<file path="src/sv/ctse_pkg.sv">
`timescale 1ns / 1ps
// ----------------------------------------------------------------------------
// ctse_pkg
// shared constants, codes and control types of the chebyshev series evaluator
// ----------------------------------------------------------------------------
package ctse_pkg;

   localparam int ORDER_DEF      = 7;
   localparam int DIMENSIONS_DEF = 3;
   localparam int MAX_DIMS       = 3;
   localparam int STORE_DEPTH    = 512;

   localparam int IDX_W   = 9;
   localparam int COEF_W  = 32;
   localparam int COORD_W = 16;
   localparam int CHEB_W  = 32;
   localparam int MUL_W   = 32;
   localparam int PROD_W  = 2 * MUL_W;
   localparam int RES_W   = 34;
   localparam int STEP_W  = 34;
   localparam int ACC_W   = 50;
   localparam int VAL_W   = 48;
   localparam int DSEL_W  = 2;

   localparam int REQ_TDATA_W = 96;
   localparam int RSP_TDATA_W = 48;

   localparam logic signed [COORD_W-1:0] COORD_MAX = 16'sd16384;
   localparam logic signed [COORD_W-1:0] COORD_MIN = -16'sd16384;

   localparam logic signed [CHEB_W-1:0] ONE_Q30  = 32'sh4000_0000;
   localparam logic signed [CHEB_W-1:0] MONE_Q30 = -32'sh4000_0000;
   localparam logic signed [STEP_W-1:0] STEP_MAX = 34'sh0_4000_0000;
   localparam logic signed [STEP_W-1:0] STEP_MIN = -34'sh0_4000_0000;

   localparam logic signed [ACC_W-1:0] SUM_MAX = 50'sh0_7FFF_FFFF_FFFF;
   localparam logic signed [ACC_W-1:0] SUM_MIN = -50'sh0_8000_0000_0000;
   localparam logic [VAL_W-1:0] VAL_MAX = 48'h7FFF_FFFF_FFFF;
   localparam logic [VAL_W-1:0] VAL_MIN = 48'h8000_0000_0000;

   typedef enum logic {
      OP_LOAD = 1'b0,
      OP_EVAL = 1'b1
   } op_type;

   typedef enum logic {
      SH_Q14 = 1'b0,
      SH_Q30 = 1'b1
   } shift_type;

   typedef enum logic [1:0] {
      A_COORD = 2'd0,
      A_PROD  = 2'd1,
      A_RES   = 2'd2,
      A_COEF  = 2'd3
   } a_sel_type;

   typedef enum logic [1:0] {
      B_T1   = 2'd0,
      B_CHEB = 2'd1,
      B_PROD = 2'd2,
      B_RES  = 2'd3
   } b_sel_type;

   typedef enum logic [1:0] {
      W_ONE   = 2'd0,
      W_COORD = 2'd1,
      W_STEP  = 2'd2
   } wsel_type;

   typedef struct packed {
      logic      idle;
      logic      cheb_we;
      wsel_type  wsel;
      a_sel_type a_sel;
      b_sel_type b_sel;
      shift_type shift;
      logic      prod_load;
      logic      acc_clear;
      logic      acc_add;
      logic      out_load;
   } ctl_type;

   // number of summed terms: (order+1)^dims, capped at the store depth
   function automatic int series_terms(input int order, input int dims);
      int t;
      t = 1;
      for (int d = 0; d < dims; d++) begin
         t = t * (order + 1);
         if (t > STORE_DEPTH) begin
            t = STORE_DEPTH;
         end
      end
      return t;
   endfunction

endpackage

</file>
<file path="src/sv/ctse_mul.sv">
`timescale 1ns / 1ps
// ----------------------------------------------------------------------------
// ctse_mul
// shared signed 32x32 multiplier with a registered round-half-up shift stage
// ----------------------------------------------------------------------------
module ctse_mul (
   input  logic                                 clock,
   input  logic signed [ctse_pkg::MUL_W-1:0]    a,
   input  logic signed [ctse_pkg::MUL_W-1:0]    b,
   input  ctse_pkg::shift_type                  shift,
   output logic signed [ctse_pkg::RES_W-1:0]    res
);

   logic signed [ctse_pkg::PROD_W-1:0] prod_ff;
   logic signed [ctse_pkg::PROD_W-1:0] prod_in;
   ctse_pkg::shift_type                shift_ff;
   logic signed [ctse_pkg::PROD_W-1:0] rsum;
   logic signed [ctse_pkg::PROD_W-1:0] rshift;
   logic signed [ctse_pkg::RES_W-1:0]  res_ff;
   logic signed [ctse_pkg::RES_W-1:0]  res_in;

   assign prod_in = a * b;

   always_comb begin
      case (shift_ff)
         ctse_pkg::SH_Q14: begin
            rsum   = prod_ff + (64'sd1 <<< 13);
            rshift = rsum >>> 14;
         end
         ctse_pkg::SH_Q30: begin
            rsum   = prod_ff + (64'sd1 <<< 29);
            rshift = rsum >>> 30;
         end
         default: begin
            rsum   = prod_ff;
            rshift = prod_ff;
         end
      endcase
      res_in = rshift[ctse_pkg::RES_W-1:0];
   end

   always_ff @(posedge clock) begin
      prod_ff  <= prod_in;
      shift_ff <= shift;
      res_ff   <= res_in;
   end

   assign res = res_ff;

endmodule

</file>
<file path="config.mk">
export PLATFORM = sky130hd
export DESIGN_NAME = ctse_mul
export DESIGN_NICKNAME = d
export VERILOG_FILES = /design/src/sv/ctse_pkg.sv /design/src/sv/ctse_mul.sv
export SDC_FILE = /design/constraint.sdc
export NUM_CORES = 2
export LEC_CHECK = 0
export ABC_CLOCK_PERIOD_IN_PS = 9600
export BUFFER_PORTS_ARGS = -buffer_cell sky130_fd_sc_hd__buf_2
export CAP_MARGIN = 20
export CORE_ASPECT_RATIO = 1.5
export CORE_MARGIN = 2
export CORE_UTILIZATION = 38
export DETAILED_ROUTE_END_ITERATION = 8
export REMOVE_ABC_BUFFERS = 1
export SLEW_MARGIN = 15
export SYNTH_ARGS = -nofsm -noshare
export SYNTH_HDL_FRONTEND = slang
export SYNTH_SLANG_ARGS = --single-unit
</file>
<file path="constraint.sdc">
create_clock -name clock -period 9.6 [get_ports clock]
set_clock_uncertainty 0.15 [all_clocks]
set_input_delay 1.44 -clock clock [delete_from_list [all_inputs] [get_ports clock]]
set_output_delay 1.44 -clock clock [all_outputs]
set_load 0.01 [all_outputs]
</file>
# ---- Word-level counts from Yosys, hierarchy flattened
# Index checks and enable logic that the tools add are counted.
dict set report word_totals {
  in_bits 66
  ff_bits 99
}
dict set report op_classes {
  add_sub_neg 2
  bitwise_logic 1
  n_mux 1
  n_mul 1
}
# cell n
set op_table {}
lappend op_table {{34-bit one-hot mux with 2 select lines} 1}
lappend op_table {{64-bit by 31-bit adder with 64-bit output (second input constant)} 1}
lappend op_table {{32-bit by 32-bit multiplier with 64-bit output} 1}
lappend op_table {{48-bit by 15-bit adder with 48-bit output (second input constant)} 1}
lappend op_table {{1-bit NOT} 1}

# ---- Depth between registers and ports, before layout
dict set report depth {
  word_depth 2
  depth_mapped 28
  ltp_nobuf 26
}

# ---- Least setup slack after synthesis
# OpenSTA, ideal clock, no wires.
dict set report synth_timing {
  path_type {input -> register}
  startpoint {input b[2] in the netlist's numbering}
  endpoint {register prod_ff[61] in the netlist's numbering}
  path_buffers 2
  t_required_ns 9.355
  setup_slack_ns 0.830
  path_stages 26
  arrival_ns 8.525
  setup_time_ns 0.095
  cell_sequence {clkbuf_1 nand2_1 inv_1 fa_1 fa_1 fa_1 fa_1 inv_1 fa_1 inv_1 fa_1 inv_1 fa_1 fa_1 inv_1 ha_1 clkbuf_1 a21oi_1 o21ai_0 a21o_1 a21oi_1 nor2_1 a21oi_1 o211ai_2 o21a_1 o311ai_1}
}
dict set report synth_between {
  elab_chain_len 1
}
# element line
set synth_lines {}
lappend synth_lines {{start: declaration} ctse_mul.sv:9} ;# input logic signed [ctse_pkg::MUL_W-1:0] b,
lappend synth_lines {{32-bit by 32-bit multiplier with 64-bit output} ctse_mul.sv:22} ;# assign prod_in = a * b;
lappend synth_lines {{net prod_in, one bit} ctse_mul.sv:15} ;# logic signed [ctse_pkg::PROD_W-1:0] prod_in;
lappend synth_lines {{end signal: assignment} ctse_mul.sv:43} ;# prod_ff <= prod_in;
lappend synth_lines {{end: declaration} ctse_mul.sv:14} ;# logic signed [ctse_pkg::PROD_W-1:0] prod_ff;
# The timed path passes the listed nets, and every way through them passes these cells.

# ---- Final worst setup path
dict set report layout_timing {
  startpoint {input b[8] in the netlist's numbering}
  endpoint {register prod_ff[56] in the netlist's numbering}
}
# The elaborated chain is that of the path after synthesis.

==> impl_metrics.yaml <==
floorplan:
  chipWidth_um: 264.8
  initial_core_util: 0.3828
  die_y_um: 395.2
  top_level_ports: 100
  core_area_um2: 101300
  dieArea_um2: 104600
  fp-row-count: 143
outcome:
  status: "completed"
cts:
  cts-root-buf: "clkbuf_16"
  cts_max_level: 3
  cts_tree: "done"
  postCtsHoldBufs: 0
  post-cts-setup-buffers: 0
  cts_buffers: 9
  cts_sinks: 86
  clk_latency_ns: 0.35
  clock_path_buffers: 2
  cts-resized-gates: 0
  cts.clk_slew.worst_paths_ns: 0.07
placed_design:
  place.gp.congestion: 0.8825
  dpl.hpwl_mm: 91.85
  postPlaceCellArea_um2: 40750
  port_buffers: 99
final_layout:
  n_fill_cell: 10140
  multi_input_area_um2: 32680
  fin_util: 0.4054
  areaGrowthSynthToFinish_pct: 5.923
  layout.nets: 5366
  finalInstanceArea_um2: 41060
  drive_above_1_share: 0.05788
  regArea_um2: 1723
drt:
  routed_wl_mm: 105.3
  met2WireLength_mm: 60.21
  drt-initial-drc-count: 1008
  drcViolationCount: 0
  drtAntennaViolNets: 0
  dr_wl_met3_mm: 3.006
  viasPerCell: 4.967
  first_pass_iters: 5
  vias: 26570
  wl_per_cell_um: 19.68
  top_layer: "met5"
  wl_met1_mm: 37.10
worst_setup_path:
  start_kind: "input port"
  critPathCaptureType: "register"
  r2r-start: "shift_ff"
  worst-setup-path-type: "input port to register"
  rr_endpoint: "res[29]"
  crit_required_ns: 9.73
  rr_worst_depth: 13
  path_max_fanout: 32
  r2r_setup_slack_ns: 5.79
  cp.arrival_ns: 9.10
yosys:
  synth_common_cells: "1,081 x fa_1, 947 x inv_1, 543 x nand2_1"
  synth_area_leaders: "fa_1 56%, inv_1 9.2%, and2_1 8.3%"
  yosysTopAreaCellShare: 0.5583
  synth_flop_cell: "dfxtp_1"
  synth-edff-count: 0
  synth.avg_cell_area_um2: 9.569
  ys_warn_count: 0
  synth_cell_types: 71
  synth_top_area_cell: "fa_1"
  yosysMostFrequentCell: "fa_1"
  syn_inst: 4051
  ys_seq_area_frac: 0.04441
  async_flop_share: 0
  synth_area_um2: 38760
  ys_seq_elements: 86
worst_hold_path:
  min_to: "res[23]"
  hold_start: "prod_ff[53]"
  min_path_type: "register to register"
  hold_depth: 2
run:
  drv_cap: 0
timing:
  slew_violations: 0
  tns_ns: 0
  whs_ns: 0.4325
  fmax_ghz: 0.1115
  setup-violations-final: 0
  relSlewSlack: 0.4015
  rsz0062_at_grt: "false"
  tightestPinTransition_ns: 0.8978
  fin_crit_sh: 0.9343
  period_minus_slack_ns: 8.969
  hold_violations: 0
grt:
  grt_max_degree: 73
  antenna_found_initial: 5
  grt_pass1_vias: 31280
  grt_usage: 0.2124
  grt_first_pass_wirelength_mm: 171.5
  globalRoute.totalOverflow: 0
-- flip-flops by register name (all words and copies together), names as in the netlist --
name	cells
prod_ff	51
res	34
shift_ff	1
-- stage by stage --
step | std cells | worst slack (ns)
after global placement | 5332 | 0.2985
after floorplan | 3844 | 1.118
final | 5349 | 0.6310
after detailed placement | 5332 | 0.2936
after global routing | 5348 | 0.1873
after CTS | 5348 | 0.6533
-- critical path, cell delays in order --
cell and delay [ns]:
buf_2 0.55, nand2_1 0.26, fa_1 0.81, inv_1 0.11, fa_1 0.52, inv_1 0.05, fa_1 0.49, fa_1 0.52
inv_1 0.06, fa_1 0.61, fa_1 0.46, fa_1 0.52, fa_1 0.42, ha_1 0.34, and2_1 0.20, nand3_1 0.12
nor4_1 0.51, nand4_1 0.29, o2111ai_1 0.30, a31oi_1 0.16, o21bai_1 0.17, xor2_1 0.15
-- layout make-up --
cell class | count | area share
Multi-Input combinational cell | 2811 | 0.7959
Inverter | 947 | 0.08657
Sequential cell | 86 | 0.04196
Tap cell | 1305 | 0.03977
Timing Repair Buffer | 183 | 0.02834
Clock buffer | 9 | 0.005485
Clock inverter | 7 | 0.001889
Antenna cell | 1 | 0.00006095
-- placed cells by master (no fill, tap or decap), types with 7 or more instances in the layout --
master / n
o21bai_1: 11
buf_4: 81
dfxtp_1: 85
mux2i_1: 22
nor2_1: 58
nand2b_1: 13
buf_2: 99
a21oi_1: 76
and3_1: 8
xor2_1: 47
nand3_1: 15
and2_1: 515
ha_1: 181
a21o_1: 18
fa_1: 1081
a31oi_1: 9
or2_2: 7
o21ai_0: 29
nand2_1: 543
clkbuf_16: 9
nor2b_1: 14
inv_1: 947
xnor2_1: 56
-- cell families (layout without fill, tap and decap cells) --
logic type	count (synthesis)	in the layout	synth area share
DFF	86	86	0.04441
adders and majority gates	1262	1262	0.6167
AOI/OAI and AO/OA	209	209	0.03715
buffers and inverters	1154	1146	0.1125
and+or+nand+nor	1213	1213	0.1597
xor gates and xnor gates	103	103	0.02327
muxes	24	24	0.006262
other	0	1	0
-- worst max-delay path by stage --
stage                     start     endpoint  slack (ns)  cells after the start
after floorplan            b[2]  prod_ff[61]        1.12                     24
after global placement     b[8]  prod_ff[56]        0.30                     23
after detailed placement   b[8]  prod_ff[56]        0.29                     23
after CTS                  b[8]  prod_ff[56]        0.65                     23
after global routing       b[8]  prod_ff[60]        0.19                     22
final                      b[8]  prod_ff[56]        0.63                     22
-- routing by layer --
metal	vias to the layer above	track usage
li1	11600	-
met1	14180	0.2260
met2	533	0.4264
met3	251	0.01625
met4	2	0.08384
met5	-	0
Power is not shown: default switching activity piles up to over one toggle a cycle in this logic, so the estimate is an artifact.
