File: src/sv/ctse_pkg.sv
`timescale 1ns / 1ps
// ----------------------------------------------------------------------------
// ctse_pkg
// shared constants, codes and control types of the chebyshev series evaluator
// ----------------------------------------------------------------------------
package ctse_pkg;

   localparam int ORDER_DEF      = 7;
   localparam int DIMENSIONS_DEF = 3;
   localparam int MAX_DIMS       = 3;
   localparam int STORE_DEPTH    = 512;

   localparam int IDX_W   = 9;
   localparam int COEF_W  = 32;
   localparam int COORD_W = 16;
   localparam int CHEB_W  = 32;
   localparam int MUL_W   = 32;
   localparam int PROD_W  = 2 * MUL_W;
   localparam int RES_W   = 34;
   localparam int STEP_W  = 34;
   localparam int ACC_W   = 50;
   localparam int VAL_W   = 48;
   localparam int DSEL_W  = 2;

   localparam int REQ_TDATA_W = 96;
   localparam int RSP_TDATA_W = 48;

   localparam logic signed [COORD_W-1:0] COORD_MAX = 16'sd16384;
   localparam logic signed [COORD_W-1:0] COORD_MIN = -16'sd16384;

   localparam logic signed [CHEB_W-1:0] ONE_Q30  = 32'sh4000_0000;
   localparam logic signed [CHEB_W-1:0] MONE_Q30 = -32'sh4000_0000;
   localparam logic signed [STEP_W-1:0] STEP_MAX = 34'sh0_4000_0000;
   localparam logic signed [STEP_W-1:0] STEP_MIN = -34'sh0_4000_0000;

   localparam logic signed [ACC_W-1:0] SUM_MAX = 50'sh0_7FFF_FFFF_FFFF;
   localparam logic signed [ACC_W-1:0] SUM_MIN = -50'sh0_8000_0000_0000;
   localparam logic [VAL_W-1:0] VAL_MAX = 48'h7FFF_FFFF_FFFF;
   localparam logic [VAL_W-1:0] VAL_MIN = 48'h8000_0000_0000;

   typedef enum logic {
      OP_LOAD = 1'b0,
      OP_EVAL = 1'b1
   } op_type;

   typedef enum logic {
      SH_Q14 = 1'b0,
      SH_Q30 = 1'b1
   } shift_type;

   typedef enum logic [1:0] {
      A_COORD = 2'd0,
      A_PROD  = 2'd1,
      A_RES   = 2'd2,
      A_COEF  = 2'd3
   } a_sel_type;

   typedef enum logic [1:0] {
      B_T1   = 2'd0,
      B_CHEB = 2'd1,
      B_PROD = 2'd2,
      B_RES  = 2'd3
   } b_sel_type;

   typedef enum logic [1:0] {
      W_ONE   = 2'd0,
      W_COORD = 2'd1,
      W_STEP  = 2'd2
   } wsel_type;

   typedef struct packed {
      logic      idle;
      logic      cheb_we;
      wsel_type  wsel;
      a_sel_type a_sel;
      b_sel_type b_sel;
      shift_type shift;
      logic      prod_load;
      logic      acc_clear;
      logic      acc_add;
      logic      out_load;
   } ctl_type;

   // number of summed terms: (order+1)^dims, capped at the store depth
   function automatic int series_terms(input int order, input int dims);
      int t;
      t = 1;
      for (int d = 0; d < dims; d++) begin
         t = t * (order + 1);
         if (t > STORE_DEPTH) begin
            t = STORE_DEPTH;
         end
      end
      return t;
   endfunction

endpackage

File: src/sv/ctse_seq.sv
`timescale 1ns / 1ps
// ----------------------------------------------------------------------------
// ctse_seq
// sequencer: recurrence setup per dimension, then one term after another
// ----------------------------------------------------------------------------
module ctse_seq #(
   parameter int ORDER      = ctse_pkg::ORDER_DEF,
   parameter int DIMENSIONS = ctse_pkg::DIMENSIONS_DEF
) (
   input  logic                                  clock,
   input  logic                                  reset,
   input  logic                                  start,
   input  logic                                  out_free,
   output ctse_pkg::ctl_type                     ctl,
   output logic [ctse_pkg::DSEL_W-1:0]           dim_sel,
   output logic [$clog2(DIMENSIONS*(ORDER+1))-1:0] cheb_waddr,
   output logic [$clog2(DIMENSIONS*(ORDER+1))-1:0] cheb_raddr,
   output logic [ctse_pkg::IDX_W-1:0]            coef_raddr
);

   localparam int BASE  = ORDER + 1;
   localparam int DIG_W = $clog2(BASE);
   localparam int CH_AW = $clog2(DIMENSIONS * BASE);
   localparam int TERMS = ctse_pkg::series_terms(ORDER, DIMENSIONS);
   localparam int TM_W  = ctse_pkg::IDX_W;
   localparam int DS_W  = ctse_pkg::DSEL_W;
   localparam int ND    = ctse_pkg::MAX_DIMS;

   typedef enum logic [12:0] {
      S_IDLE  = 13'b0_0000_0000_0001,
      S_CINIT = 13'b0_0000_0000_0010,
      S_CONE  = 13'b0_0000_0000_0100,
      S_CMUL  = 13'b0_0000_0000_1000,
      S_CWAIT = 13'b0_0000_0001_0000,
      S_CRND  = 13'b0_0000_0010_0000,
      S_TLD   = 13'b0_0000_0100_0000,
      S_TPM   = 13'b0_0000_1000_0000,
      S_TPW   = 13'b0_0001_0000_0000,
      S_TCM   = 13'b0_0010_0000_0000,
      S_TCW   = 13'b0_0100_0000_0000,
      S_TACC  = 13'b0_1000_0000_0000,
      S_DONE  = 13'b1_0000_0000_0000
   } state_type;

   state_type         state_ff, state_in;
   logic [DS_W-1:0]   dsel_ff, dsel_in;
   logic [DIG_W-1:0]  n_ff, n_in;
   logic [DIG_W-1:0]  digit_ff [ND];
   logic [DIG_W-1:0]  digit_in [ND];
   logic [TM_W-1:0]   term_ff, term_in;
   ctse_pkg::ctl_type ctl_c;

   always_comb begin
      logic last_step;
      logic carry;
      last_step = 1'b0;
      carry     = 1'b1;
      state_in  = state_ff;
      dsel_in   = dsel_ff;
      n_in      = n_ff;
      digit_in  = digit_ff;
      term_in   = term_ff;

      ctl_c.idle      = 1'b0;
      ctl_c.cheb_we   = 1'b0;
      ctl_c.wsel      = ctse_pkg::W_ONE;
      ctl_c.a_sel     = ctse_pkg::A_COORD;
      ctl_c.b_sel     = ctse_pkg::B_T1;
      ctl_c.shift     = ctse_pkg::SH_Q30;
      ctl_c.prod_load = 1'b0;
      ctl_c.acc_clear = 1'b0;
      ctl_c.acc_add   = 1'b0;
      ctl_c.out_load  = 1'b0;

      case (state_ff)
         S_IDLE: begin
            ctl_c.idle = 1'b1;
            if (start) begin
               ctl_c.acc_clear = 1'b1;
               dsel_in  = '0;
               n_in     = '0;
               term_in  = '0;
               for (int d = 0; d < ND; d++) begin
                  digit_in[d] = '0;
               end
               state_in = S_CINIT;
            end
         end
         S_CINIT: begin
            ctl_c.cheb_we = 1'b1;
            ctl_c.wsel    = ctse_pkg::W_ONE;
            n_in          = n_ff + 1'b1;
            state_in      = S_CONE;
         end
         S_CONE: begin
            ctl_c.cheb_we = 1'b1;
            ctl_c.wsel    = ctse_pkg::W_COORD;
            if (ORDER == 1) begin
               last_step = 1'b1;
            end else begin
               n_in     = n_ff + 1'b1;
               state_in = S_CMUL;
            end
         end
         S_CMUL: begin
            ctl_c.a_sel = ctse_pkg::A_COORD;
            ctl_c.b_sel = ctse_pkg::B_T1;
            ctl_c.shift = ctse_pkg::SH_Q14;
            state_in    = S_CWAIT;
         end
         S_CWAIT: begin
            state_in = S_CRND;
         end
         S_CRND: begin
            ctl_c.cheb_we = 1'b1;
            ctl_c.wsel    = ctse_pkg::W_STEP;
            if (n_ff == DIG_W'(ORDER)) begin
               last_step = 1'b1;
            end else begin
               n_in     = n_ff + 1'b1;
               state_in = S_CMUL;
            end
         end
         S_TLD: begin
            ctl_c.prod_load = 1'b1;
            if (DIMENSIONS == 1) begin
               state_in = S_TCM;
            end else begin
               dsel_in  = DS_W'(1);
               state_in = S_TPM;
            end
         end
         S_TPM: begin
            ctl_c.a_sel = (dsel_ff == DS_W'(1)) ? ctse_pkg::A_PROD : ctse_pkg::A_RES;
            ctl_c.b_sel = ctse_pkg::B_CHEB;
            ctl_c.shift = ctse_pkg::SH_Q30;
            state_in    = S_TPW;
         end
         S_TPW: begin
            if (dsel_ff == DS_W'(DIMENSIONS - 1)) begin
               state_in = S_TCM;
            end else begin
               dsel_in  = dsel_ff + 1'b1;
               state_in = S_TPM;
            end
         end
         S_TCM: begin
            ctl_c.a_sel = ctse_pkg::A_COEF;
            ctl_c.b_sel = (DIMENSIONS == 1) ? ctse_pkg::B_PROD : ctse_pkg::B_RES;
            ctl_c.shift = ctse_pkg::SH_Q30;
            state_in    = S_TCW;
         end
         S_TCW: begin
            state_in = S_TACC;
         end
         S_TACC: begin
            ctl_c.acc_add = 1'b1;
            if (term_ff == TM_W'(TERMS - 1)) begin
               state_in = S_DONE;
            end else begin
               term_in = term_ff + 1'b1;
               dsel_in = '0;
               for (int d = 0; d < ND; d++) begin
                  if (d < DIMENSIONS && carry) begin
                     if (digit_ff[d] == DIG_W'(ORDER)) begin
                        digit_in[d] = '0;
                     end else begin
                        digit_in[d] = digit_ff[d] + 1'b1;
                        carry       = 1'b0;
                     end
                  end
               end
               state_in = S_TLD;
            end
         end
         S_DONE: begin
            if (out_free) begin
               ctl_c.out_load = 1'b1;
               state_in       = S_IDLE;
            end
         end
         default: begin
            state_in = S_IDLE;
         end
      endcase

      // end of one dimension's recurrence
      if (last_step) begin
         n_in = '0;
         if (dsel_ff == DS_W'(DIMENSIONS - 1)) begin
            dsel_in  = '0;
            state_in = S_TLD;
         end else begin
            dsel_in  = dsel_ff + 1'b1;
            state_in = S_CINIT;
         end
      end
   end

   always_ff @(posedge clock) begin
      if (reset) begin
         state_ff <= S_IDLE;
         dsel_ff  <= '0;
         n_ff     <= '0;
         term_ff  <= '0;
         for (int d = 0; d < ND; d++) begin
            digit_ff[d] <= '0;
         end
      end else begin
         state_ff <= state_in;
         dsel_ff  <= dsel_in;
         n_ff     <= n_in;
         term_ff  <= term_in;
         digit_ff <= digit_in;
      end
   end

   // read addresses follow the next counter values so data lines up with them
   assign cheb_waddr = CH_AW'(dsel_ff) * CH_AW'(BASE) + CH_AW'(n_ff);
   assign cheb_raddr = CH_AW'(dsel_in) * CH_AW'(BASE) + CH_AW'(digit_in[dsel_in]);
   assign coef_raddr = term_in;
   assign dim_sel    = dsel_ff;
   assign ctl        = ctl_c;

endmodule

File: config.mk
export PLATFORM = sky130hd
export DESIGN_NAME = ctse_seq
export DESIGN_NICKNAME = d
export VERILOG_FILES = /design/src/sv/ctse_pkg.sv /design/src/sv/ctse_seq.sv
export SDC_FILE = /design/constraint.sdc
export NUM_CORES = 1
export LEC_CHECK = 0
export ABC_CLOCK_PERIOD_IN_PS = 3500
export BUFFER_PORTS_ARGS = -buffer_cell sky130_fd_sc_hd__buf_4
export CORE_MARGIN = 1.5
export CORE_UTILIZATION = 55
export CTS_CLUSTER_DIAMETER = 30
export CTS_CLUSTER_SIZE = 12
export DETAILED_ROUTE_END_ITERATION = 10
export GPL_TIMING_DRIVEN = 0
export PLACE_DENSITY = 0.79
export SYNTH_ARGS = -nofsm -noshare
export SYNTH_HDL_FRONTEND = slang
export SYNTH_SLANG_ARGS = --single-unit
File: constraint.sdc
create_clock -name clock -period 3.5 [get_ports clock]
set_input_delay 0.35 -clock clock [delete_from_list [all_inputs] [get_ports clock]]
set_output_delay 0.35 -clock clock [all_outputs]
set_load 0.02 [all_outputs]
; Word-level counts from Yosys, hierarchy flattened
; Cells that the tools add are included.
[word_totals]
reg_bits = 36
inputBits = 4
[classes]
order_cmp = 1
addsub = 8
eq_ne = 25
reduce_logical = 5
bitwise = 1
n_mux = 50
[op_table]
columns = op, n
row1 = 13-bit one-hot mux with 13 select lines, 1
row2 = 13-bit 2-to-1 mux, 5
row3 = 9-bit 2-to-1 mux, 4
row4 = 9-bit one-hot mux with 2 select lines, 2
row5 = 3-bit 2-to-1 mux, 9
row6 = 3-bit one-hot mux with 3 select lines, 2
row7 = 1-bit 2-to-1 mux, 16
row8 = 5-bit one-hot mux with 3 select lines, 1
row9 = 13-bit by 1-bit equality test with 1-bit output (second input constant), 1
row10 = 13-bit by 10-bit equality test with 1-bit output (second input constant), 1
row11 = 13-bit by 11-bit equality test with 1-bit output (second input constant), 1
row12 = 13-bit by 12-bit equality test with 1-bit output (second input constant), 1
row13 = 13-bit equality test (second input constant), 1
row14 = 13-bit by 2-bit equality test with 1-bit output (second input constant), 1
row15 = 13-bit by 3-bit equality test with 1-bit output (second input constant), 1
row16 = 13-bit by 4-bit equality test with 1-bit output (second input constant), 1
row17 = 13-bit by 5-bit equality test with 1-bit output (second input constant), 1
row18 = 13-bit by 6-bit equality test with 1-bit output (second input constant), 1
row19 = 13-bit by 7-bit equality test with 1-bit output (second input constant), 1
row20 = 13-bit by 8-bit equality test with 1-bit output (second input constant), 1
row21 = 13-bit by 9-bit equality test with 1-bit output (second input constant), 1
row22 = 3-bit by 1-bit adder with 3-bit output (second input constant), 4
row23 = 3-bit equality test (second input constant), 4
row24 = 2-bit 2-to-1 mux, 6
row25 = 17 further kinds, 23

; Logic depth before layout (Yosys ltp)
[depth]
word_depth = 14
depth_mapped = 9

; Worst setup path after synthesis
; OpenSTA, ideal clock, no wires.
[synth_path]
path_kind = flip-flop to output port
from = register state_ff[4]
to = output cheb_raddr[1]
setup_slack_ps = 126
path_stages_with_launch = 7
required_time_ps = 3150
n_path_buf = 0
arrival_time_ps = 3024
cell_sequence = dfxtp_1 > or4b_2 > nor4_1 > a21oi_1 > a31oi_2 > nand2b_1 > o22ai_1
[synth_between]
elab_chain_cells = 8
word_cells_on_any_way = 14
cone_classes = 1 x add/sub / 5 x eq/ne / 7 x mux / 1 x bitwise
[synth_rtl]
columns = element, line
row1 = from (decl), ctse_seq.sv:45  ; state_type state_ff, state_in;
row2 = from (signal assigned), ctse_seq.sv:210  ; state_ff <= state_in;
row3 = 13-bit by 12-bit equality test with 1-bit output (tied with other cells), ctse_seq.sv:75  ; case (state_ff)
row4 = 2-bit one-hot mux with 4 select lines or 1-bit 2-to-1 mux (tied branches), ctse_seq.sv:75
row5 = 2-bit 2-to-1 mux, ctse_seq.sv:188  ; if (last_step) begin
row6 = 2-bit inverter with 3-bit output (implied by the code), ctse_seq.sv:220  ; assign cheb_raddr = CH_AW'(dsel_in) * CH_AW'(BASE) + CH_AW'(digit_in[dsel_in]);
row7 = 3-bit binary-select mux with 2-bit select *, ctse_seq.sv:220
row8 = 3-bit 2-to-1 mux (implied by the code) * (2 in a row), ctse_seq.sv:220
row9 = 5-bit by 3-bit adder with 5-bit output *, ctse_seq.sv:220
row10 = to (decl), ctse_seq.sv:17  ; output logic [$clog2(DIMENSIONS*(ORDER+1))-1:0] cheb_raddr,
; Mark *: on every way between the ends. The rest lies on a longest branch, timed or not. The select of a mux whose other input is x is not followed.

; Worst setup path after layout
[layout_path]
from = register state_ff[4]
to = output cheb_raddr[0]
; The elaborated chain is that of the path after synthesis.

==> impl_metrics.env <==
export IMPL_syn_instance_count=243
export IMPL_nets=306
export IMPL_antenna_found_initial=0
export IMPL_critPathMaxStageDelay_ns=0.56
export IMPL_area_delta_synth_final_pct=23.5
export IMPL_timing_worst_slew_pin_value_ns=0.641
export IMPL_synth_edf_count=0
export IMPL_diodes=0
export IMPL_status="finished clean"
export IMPL_via_count=1957
export IMPL_mappedNetlistNets=260
export IMPL_clk_pin_slew_ns=0.07
export IMPL_drive_gt1_frac=0.234
export IMPL_slew_headroom=0.573
export IMPL_critPathBufInv=2
export IMPL_crit_path_max_fanout=10
export IMPL_cts_tree="yes"
export IMPL_synth_area_top_cells="dfxtp_1, ha_1, nor2_1"
export IMPL_hold_path_class="input port to flip-flop"
export IMPL_drv_cap=0
export IMPL_cts_sinks=36
export IMPL_die_height_um=63.9
export IMPL_row_count=21
export IMPL_fin_crit_ns=3.38
export IMPL_maxSlewViolCount=0
export IMPL_die_area_sq_um=4080
export IMPL_vias_per_cell=5.82
export IMPL_critical_path_class="flip-flop to primary output"
export IMPL_start_kind="flip-flop"
export IMPL_cp_end_kind="primary output"
export IMPL_core_sq_um=3440
export IMPL_dpl_hpwl_um=3650
export IMPL_dominantRegCellSynth="dfxtp_1"
export IMPL_crit_slowest_cell="or4_4"
export IMPL_wire_per_inst_um=14.9
export IMPL_syn_area_per_cell_sq_um=8.40
export IMPL_synth_cell_types=47
export IMPL_path_delay_family="simple AND/OR/NAND/NOR gates"
export IMPL_final_antenna_net_count=0
export IMPL_grt_pass1_wl_um=8340
export IMPL_final_hold_viol_count=0
export IMPL_power_density_nw_per_um2=320
export IMPL_synth_top_area_cell="dfxtp_1"
export IMPL_place_gp_congestion=0.868
export IMPL_portBuffers=37
export IMPL_path_cells="or4_4 -> or4_4 -> buf_6 -> o22ai_4 -> o21ai_2 -> a31oi_4 -> mux2_4 -> o22ai_2 -> buf_6"
export IMPL_grt_overflow_total=0
export IMPL_vdd_ir_drop_max_uv=299
export IMPL_drc=0
export IMPL_final_util=0.732
export IMPL_post_dp_cell_area_sq_um=2380
export IMPL_fin_crit_sh=0.964
export IMPL_stdcell_area_sq_um=2520
export IMPL_grt_usage=0.260
export IMPL_grt_pass1_vias=1867
export IMPL_synth_async_sr_flop_share=0
export IMPL_ys_seq_elements=36
export IMPL_crit_required_ns=3.15
export IMPL_drt_total_wl_um=5000
export IMPL_netlist_area_leader_share=0.353
export IMPL_fmax_mhz=296
export IMPL_initial_utilization=0.593
export IMPL_drtIter0Drc=230
export IMPL_yosysWarnings=0
export IMPL_htree_levels=2
export IMPL_first_pass_iters=4
export IMPL_synth_seq_area_share=0.353
export IMPL_finalSetupViolations=0
export IMPL_pin_count=38
export IMPL_clockBufferDepth=2
export IMPL_die_w_um=63.9
export IMPL_clock_skew_final_ns=0.00429
export IMPL_grt_max_degree=11
export IMPL_cts_root_buf="clkbuf_8"
export IMPL_finalPower_uw=805
export IMPL_numCtsBuffers=5
export IMPL_p_leak_nw=1.12
export IMPL_netlist_area_sq_um=2040
export IMPL_worstPathArrival_ns=3.03
export IMPL_worstSkewPairLatency_ns=0.29
==> cell usage after synthesis (all sizes together), types with 7 or more instances <==
cell   number
dfxtp      36
nor2       32
nand2      17
o21ai      15
ha         13
nor2b      13
a21oi      11
inv        11
a31oi       8
nand3       8
nor3        8
nor4        8
and3        7
nand4       7
==> repair_timing <==
item / in CTS / in global routing
setup endpoints to repair: 1 / 3
pin swaps: 0 / 2
hold buffers: 0 / 0
gates resized for setup: 1 / 7
buffers inserted: 0 / 2
cloned: 0 / 0
==> per-layer routing <==
metal	share of wire	wire (um)	track usage	up-vias
met5	0	0	0	-
met4	0.0022	11	0.0842	0
met3	0.045	225	0.0651	2
met2	0.49	2460	0.427	49
met1	0.46	2300	0.334	937
li1	-	-	-	969
==> through the flow <==
stage / cells / hold WS (ns) / setup TNS [ns] / worst slack (ns)
floorplan: 243 / 0.467 / 0 / 0.126
global placement: 326 / 0.539 / 0 / 0.349
detailed placement: 326 / 0.552 / 0 / 0.322
CTS: 334 / 0.339 / 0 / 0.0109
global route: 336 / 0.365 / -0.00146 / -0.00146
finish: 336 / 0.353 / 0 / 0.125
==> state kept, by name (all words and copies together) (netlist names) <==
| register | flops |
|---|---|
| digit_ff | 9 |
| dim_sel | 2 |
| n_ff | 3 |
| state_ff | 13 |
| term_ff | 9 |
==> where the power goes <==
group          internal (mW)  switching, mW
combinational         0.0319         0.0532
clock                  0.161          0.143
sequential             0.413        0.00424
==> kinds of logic after synthesis <==
group / count (synthesis) / synth area share
buf+inv: 19 / 0.0484
simple gates: 124 / 0.339
xor+xnor: 1 / 0.00429
fa+ha+maj: 13 / 0.0797
flops: 36 / 0.353
mux: 4 / 0.0227
compound gates: 46 / 0.153
==> tightest hold or removal path: stages <==
cell,delay (ns)
buf_4,0.10
a21oi_1,0.07
o41ai_1,0.07
==> path summary, 6_finish.rpt <==
| path | startpoint | endpoint | slack [ns] | cells past startpoint |
|---|---|---|---|---|
| max | state_ff[4] | cheb_raddr[0] | 0.12 | 9 |
| min reg2reg | state_ff[1] | state_ff[2] | 0.54 | 1 |
| min | reset | state_ff[0] | 0.35 | 3 |
| max reg2reg | state_ff[4] | digit_ff[5] | 0.94 | 8 |
==> cells in the final DEF, fill, tap and decap left out, types with 2 or more instances in the layout <==
cell and n:
nor4_1 5, nor2_1 31, buf_4 40, o22ai_1 2, buf_6 2, a22o_1 3
ha_1 13, dfxtp_1 34, clkbuf_8 6, o21ai_0 13, nand2_1 17, and3_1 7
dfxtp_2 2, or4_4 3, nor3_1 8, and4_1 3, nand3_1 8, mux2i_1 2
nor2b_1 13, inv_1 11, nor4_2 3, nand4_1 7, nor4b_1 4, a31oi_1 6
a21oi_1 11, nand2b_1 4, clkbuf_1 6, a21o_1 2, nand3b_1 2
==> cell type report <==
class                   instances  area [sq um]
inverters                      12          57.6
repair buffers                 39           297
clock buffers                   8          90.1
fillers                       286           922
well taps                      46          57.6
plain buffers                   7          41.3
flip-flops and latches         36           723
multi-input cells             188          1250
Note: power is estimated with default switching activity, not from simulation.
